--- src/hdl/hpit_pkg.sv ---
// ----------------------------------------------------------------------------
// hpit_pkg
// Types, widths and corner tables of the box pair intersection test.
// ----------------------------------------------------------------------------
`timescale 1ns / 1ps

package hpit_pkg;

   localparam int COORD_W  = 24;            // corner coordinate
   localparam int VEC_W    = COORD_W + 1;   // edge vector component
   localparam int AXIS_W   = 2 * VEC_W + 1; // cross product component
   localparam int AL_W     = 26;            // low slice of an axis component
   localparam int AH_W     = AXIS_W - AL_W; // high slice, signed
   localparam int MOP_A_W  = 25;
   localparam int MOP_B_W  = 27;
   localparam int PROD_W   = MOP_A_W + MOP_B_W;
   localparam int SUM_W    = PROD_W + 2;
   localparam int DOT_W    = 76;
   localparam int DOTX_W   = SUM_W + AL_W;
   localparam int NUM_MUL  = 6;
   localparam int CNT_W    = 5;

   localparam logic [CNT_W-1:0] BOUND_END = 5'd16;
   localparam logic [CNT_W-1:0] AXRD_END  = 5'd4;
   localparam logic [CNT_W-1:0] PROJ_END  = 5'd19;
   localparam logic [CNT_W-1:0] SWEEP_N   = 5'd16;
   localparam logic [2:0]       FACE_LAST = 3'd5;
   localparam logic [3:0]       EDGE_LAST = 4'd11;

   typedef logic signed [COORD_W-1:0] coord_type;
   typedef logic signed [MOP_A_W-1:0] mop_a_type;
   typedef logic signed [MOP_B_W-1:0] mop_b_type;
   typedef logic signed [PROD_W-1:0]  prod_type;

   typedef struct packed {
      logic      box_select;
      logic [2:0] corner_index;
      coord_type corner_x;
      coord_type corner_y;
      coord_type corner_z;
      logic      last_corner;
   } req_word_type;

   typedef struct packed {
      logic boxes_intersect;
      logic bounds_overlap;
      logic no_usable_axis;
   } rsp_word_type;

   typedef struct packed {
      coord_type x;
      coord_type y;
      coord_type z;
   } corner_type;

   typedef struct packed {
      mop_a_type [NUM_MUL-1:0] a;
      mop_b_type [NUM_MUL-1:0] b;
   } mul_ops_type;

   typedef enum logic [5:0] {
      S_IDLE  = 6'b000001,
      S_BOUND = 6'b000010,
      S_AXRD  = 6'b000100,
      S_CROSS = 6'b001000,
      S_PROJ  = 6'b010000,
      S_DONE  = 6'b100000
   } state_type;

   // face corners p0, p1, p2
   localparam logic [2:0] FACE_TAB [6][3] = '{
      '{3'd0, 3'd1, 3'd2}, '{3'd4, 3'd5, 3'd6}, '{3'd0, 3'd1, 3'd5},
      '{3'd1, 3'd2, 3'd6}, '{3'd2, 3'd3, 3'd7}, '{3'd3, 3'd0, 3'd4}
   };

   // edge start, end
   localparam logic [2:0] EDGE_TAB [12][2] = '{
      '{3'd0, 3'd1}, '{3'd1, 3'd2}, '{3'd2, 3'd3}, '{3'd3, 3'd0},
      '{3'd4, 3'd5}, '{3'd5, 3'd6}, '{3'd6, 3'd7}, '{3'd7, 3'd4},
      '{3'd0, 3'd4}, '{3'd1, 3'd5}, '{3'd2, 3'd6}, '{3'd3, 3'd7}
   };

endpackage

--- src/hdl/hpit_corner_ram.sv ---
// ----------------------------------------------------------------------------
// hpit_corner_ram
// Sixteen-entry corner memory, one write and one registered read port.
// ----------------------------------------------------------------------------
`timescale 1ns / 1ps

module hpit_corner_ram
   import hpit_pkg::*;
(
   input  logic       clock,
   input  logic       wr_en,
   input  logic [3:0] wr_addr,
   input  corner_type wr_data,
   input  logic       rd_en,
   input  logic [3:0] rd_addr,
   output corner_type rd_data
);

   corner_type mem [16];
   corner_type rd_data_ff;

   // write port
   always_ff @(posedge clock) begin
      if (wr_en) begin
         mem[wr_addr] <= wr_data;
      end
   end

   // registered read port
   always_ff @(posedge clock) begin
      if (rd_en) begin
         rd_data_ff <= mem[rd_addr];
      end
   end

   assign rd_data = rd_data_ff;

endmodule

--- config.mk ---
export PLATFORM = sky130hd
export DESIGN_NAME = hpit_corner_ram
export DESIGN_NICKNAME = d
export VERILOG_FILES = /design/src/hdl/hpit_pkg.sv /design/src/hdl/hpit_corner_ram.sv
export SDC_FILE = /design/constraint.sdc
export NUM_CORES = 1
export LEC_CHECK = 0
export BUFFER_PORTS_ARGS = -buffer_cell sky130_fd_sc_hd__buf_2
export CAP_MARGIN = 10
export CORE_MARGIN = 10
export CORE_UTILIZATION = 53
export CTS_CLUSTER_DIAMETER = 80
export CTS_CLUSTER_SIZE = 14
export DETAILED_ROUTE_END_ITERATION = 10
export PLACE_DENSITY = 0.81
export SETUP_SLACK_MARGIN = 0.5
export SYNTH_ARGS = -nofsm -noshare
export SYNTH_HDL_FRONTEND = slang
export SYNTH_SLANG_ARGS = --single-unit
--- constraint.sdc ---
create_clock -name clock -period 7 [get_ports clock]
set_input_delay 1.4 -clock clock [delete_from_list [all_inputs] [get_ports clock]]
set_output_delay 1.4 -clock clock [all_outputs]
set_load 0.02 [all_outputs]
* Word level (Yosys, flattened, before mapping) *
Memory sizes are Yosys's and may differ from the RTL's. A register that Yosys moved wholly into a read port is not among the register bits.
Index checks and enable logic that the tools add are counted.

word-level totals
  register bits after elaboration = 0
  bits in writable memories = 1,152
  input port bits = 83
  output and inout port bits = 72
  logic and storage cells = 3
  memories = 1

operators by class
  multiplexer cells = 2

memory list
  memory  depth  bits a word  rd ports  clocked after Yosys merged registers in  wr ports  line                   RTL
  mem     16     72           1         1                                        1         hpit_corner_ram.sv:19  corner_type mem [16];

operator list
  operator          count
  1-bit 2-to-1 mux  2

* Logic depth before layout (Yosys ltp) *
  depth after elaboration = 2
  mapped depth = 6
  mapped depth without buffers = 3

* Worst setup path after synthesis *
No wires, ideal clock.

  path kind = in2reg
  start point = in wr_addr[2]
  end point = mem mem[0][0] in the netlist's numbering (enable)
  setup time = 0.592 ns
  arrival = 6.800 ns
  required time = 6.408 ns
  setup slack = -0.391 ns
  cell stages on the path = 2
  buffers on the path = 0
  cells stage by stage = or3b_2 > nor3_1

RTL lines
  item             line                   RTL
  start, declared  hpit_corner_ram.sv:12  input logic [3:0] wr_addr,
  end, declared    hpit_corner_ram.sv:19

No word-level cell before the write port.

* Worst setup path after layout *
  start point = in wr_addr[2]
  end point = mem mem[11][41] in the netlist's numbering (enable)

No word-level cell before the write port.

==> impl_metrics.toml <==
[run_status]
outcome = "finished clean"

[power]
total_leakage_power_nw = 15.8
switching_power_mw = 2.92
power-per-cell-area_mw_per_mm2 = 279
clock_power_share_pct = 35.3
switching_fraction_of_total_power_pct = 20.9
internal_power_mw = 11.1
ir_worst_vdd_v = 0.000197
seq_power_share_pct = 59.5
pwr-share-comb_pct = 5.2

[place]
place_area_mm2 = 0.0475
port_buffers = 154
dp.cells = 3095
dp.final_hpwl_um = 51600
place_congestion = 0.728

[sta]
maxSlewHeadroom_pct = 15.6
timing_hold_violations_final = 0
tns_ns = 0
final_period_minus_worst_setup_slack_ns = 3.46
max_freq_mhz = 289
timing.final.max_slew_violations = 0
worst_slew_pin_slew_ns = 1.27
worst_clock_skew_ns = 0.0434
layout_worst_path_cycle_share_pct = 49.4
finalSetupViolations = 0
rsz_0062_raised_after_global_routing = "no"

[grt]
global_route.overflow_total = 0
largest_net_degree_at_the_start_of_global_routing = 113
wire_length_of_the_first_global_routing_pass_um = 150000
antenna_found_initial = 12
grt.total_usage_pct = 20.6
first_global_vias = 22231

[critical_path]
critPathMaxStageDelay_ns = 1.08
cp-start-kind = "input port"
critical_path.endpoint = "mem[11][41]$_DFFE_PP_"
worstReg2RegEnd = "rd_data[11]$_DFFE_PP_"
timing.critical_path.cells = "buf_2 -> nand3b_1 -> nor2_4 -> buf_4"
crit_slowest_cell = "nor2_4"
regToRegSetupSlack_ns = 5.37
rr_startpoint = "mem[11][11]$_DFFE_PP_"
cp.arrival_ns = 3.75
path_class = "in -> reg"
crit_path_start = "wr_addr[2]"
cp.required_ns = 7.29
critical_path_capture_point_type = "flop"
reg2reg_depth = 3
critical_path.max_fanout = 28

[worst_hold_path]
worstHoldPathType = "reg -> reg"

[cts]
post_cts.repair.setup_buffers = 0
ctsHtreeMaxLevel = 3
clockBufferDepth = 3
clkTransAtPathRegs_ns = 0.07
cts.repair.resized = 0
cts_hold_buffers = 0
worst_skew_pair_latency_ns = 0.67
cts_buffers = 98
cts-root-buf = "clkbuf_16"
cts_tree = "done"
cts.sinks = 1224

[detailed_routing]
drt_first_iter_violations = 2421
routed_via_density = 6.46
post_drt_wl_per_cell_um = 31.3
vias = 20733
finalWirelength_um = 100000
ant_nets = 0
detail_route.drc_violations = 0
drt_first_pass_iters = 7

[layout]
fraction_of_final_layout_cells_with_drive_strength_greater_than_1_pct = 29.7
commonest_cells_after_routing_fill_and_taps_aside = "1224 x edfxtp_1, 288 x mux4_2, 151 x buf_2"
finished_layout_cell_area_mm2 = 0.0502
n_fill_cell = 5611
fin_cells = 3210
fin_nets = 2134
most_common_cell_after_layout_fill_and_taps_aside = "edfxtp_1"
syn_to_final_growth_pct = 10.8

[die]
core_area_mm2 = 0.0850
dieArea_mm2 = 0.0975
die_x_um = 312
die-height_um = 312
num_io_pins = 155
floorplan.initialDensity_pct = 53.3
placement_rows = 107

[synthesis]
yosys-top-cells-area = "edfxtp_1 81%, mux4_2 14%, a22oi_1 2.4%"
yosysTopAreaCellShare_pct = 81.2
synthesis.area_mm2 = 0.0453
synth-seq-area-share_pct = 81.2
synth_cell_type_count = 17
yosysWarnings = 0
syn-instance-count = 1850
ys_seq_elements = 1224
total_nets_after_synthesis = 1933
mean_instance_size_in_the_synthesized_netlist_um2 = 24.5
synth_largest_area_cell = "edfxtp_1"

[flow_run]
max_cap_violations = 0
[cell usage after synthesis]
library cell  count
edfxtp_1       1224
buf_4             9
buf_2            10
clkbuf_1         50
or3b_2            1
nor2b_1           2
nor2_1           13
nor3_1            4
buf_6            19
nand3b_1          2
nand3_1           1
nand2b_1          2
nand2_1          73
buf_1             7
and2_1            1
a22oi_1         144
mux4_2          288
[layout make-up]
cell class	instances	area [um^2]	share of cell area [%]
Clock inverter	9	173	0.344
Timing Repair Buffer	196	1170	2.33
Antenna cell	7	17.5	0.0349
Sequential cell	1224	36800	73.3
Clock buffer	99	2480	4.94
Multi-Input combinational cell	531	8130	16.2
Tap cell	1144	1430	2.85
[worst max-delay path, delay by kind of cell]
kind	cells	cell delay, ns
AND/OR/NAND/NOR	2	1.56
buffers and inverters	2	0.75
[state kept, by name (all words and copies together), names as in the netlist]
signal	count
rd_data	72
mem	1152
[layer usage]
| layer | part of all wire (%) | up-vias | track usage (%) |
|---|---|---|---|
| li1 | - | 8311 | - |
| met1 | 37 | 11039 | 27.5 |
| met2 | 51 | 1182 | 33.9 |
| met3 | 9.9 | 191 | 4.41 |
| met4 | 2.5 | 10 | 6.28 |
| met5 | 0.056 | - | 0 |
[cell families (layout without fill, tap and decap cells)]
| group | after synthesis | after routing | synth area share, % |
|---|---|---|---|
| compound gates | 144 | 144 | 2.39 |
| buf+inv | 95 | 304 | 1.21 |
| flops | 1224 | 1224 | 81.2 |
| mux | 288 | 288 | 14.3 |
| other cells | 0 | 7 | 0 |
| simple gates | 99 | 99 | 0.890 |
[power groups by stage]
stage               logic (mW)  clock network [mW]  registers [mW]
finish                   0.729                4.93            8.32
global route             0.782                5.24            8.33
CTS                      0.735                5.00            8.33
detailed placement       0.728                   0            8.48
global placement         0.702                   0            8.47
floorplan                0.394                   0            8.50
[metrics by stage]
stage	worst slack, ns	hold WS (ns)	util, %	power (mW)
finish	3.54	0.728	59.0	14.0
detailed placement	2.91	0.737	55.9	9.21
CTS	3.59	0.725	59.0	14.1
floorplan	1.56	0.710	-	8.89
global placement	2.95	0.728	55.8	9.17
global route	3.44	0.772	59.0	14.3
[worst min path at each step]
stage	start	slack, ns	depth (start not counted)	to
2_1_floorplan	mem[14][0]$_DFFE_PP_	0.71	3	rd_data[0]$_DFFE_PP_
3_3_place_gp	mem[15][28]$_DFFE_PP_	0.73	3	rd_data[28]$_DFFE_PP_
3_5_place_dp	mem[15][61]$_DFFE_PP_	0.74	3	rd_data[61]$_DFFE_PP_
4_1_cts	mem[10][63]$_DFFE_PP_	0.73	3	rd_data[63]$_DFFE_PP_
5_1_grt	mem[6][0]$_DFFE_PP_	0.77	3	rd_data[0]$_DFFE_PP_
6_report	mem[14][39]$_DFFE_PP_	0.73	3	rd_data[39]$_DFFE_PP_
Note: power is estimated with default switching activity, not from simulation.
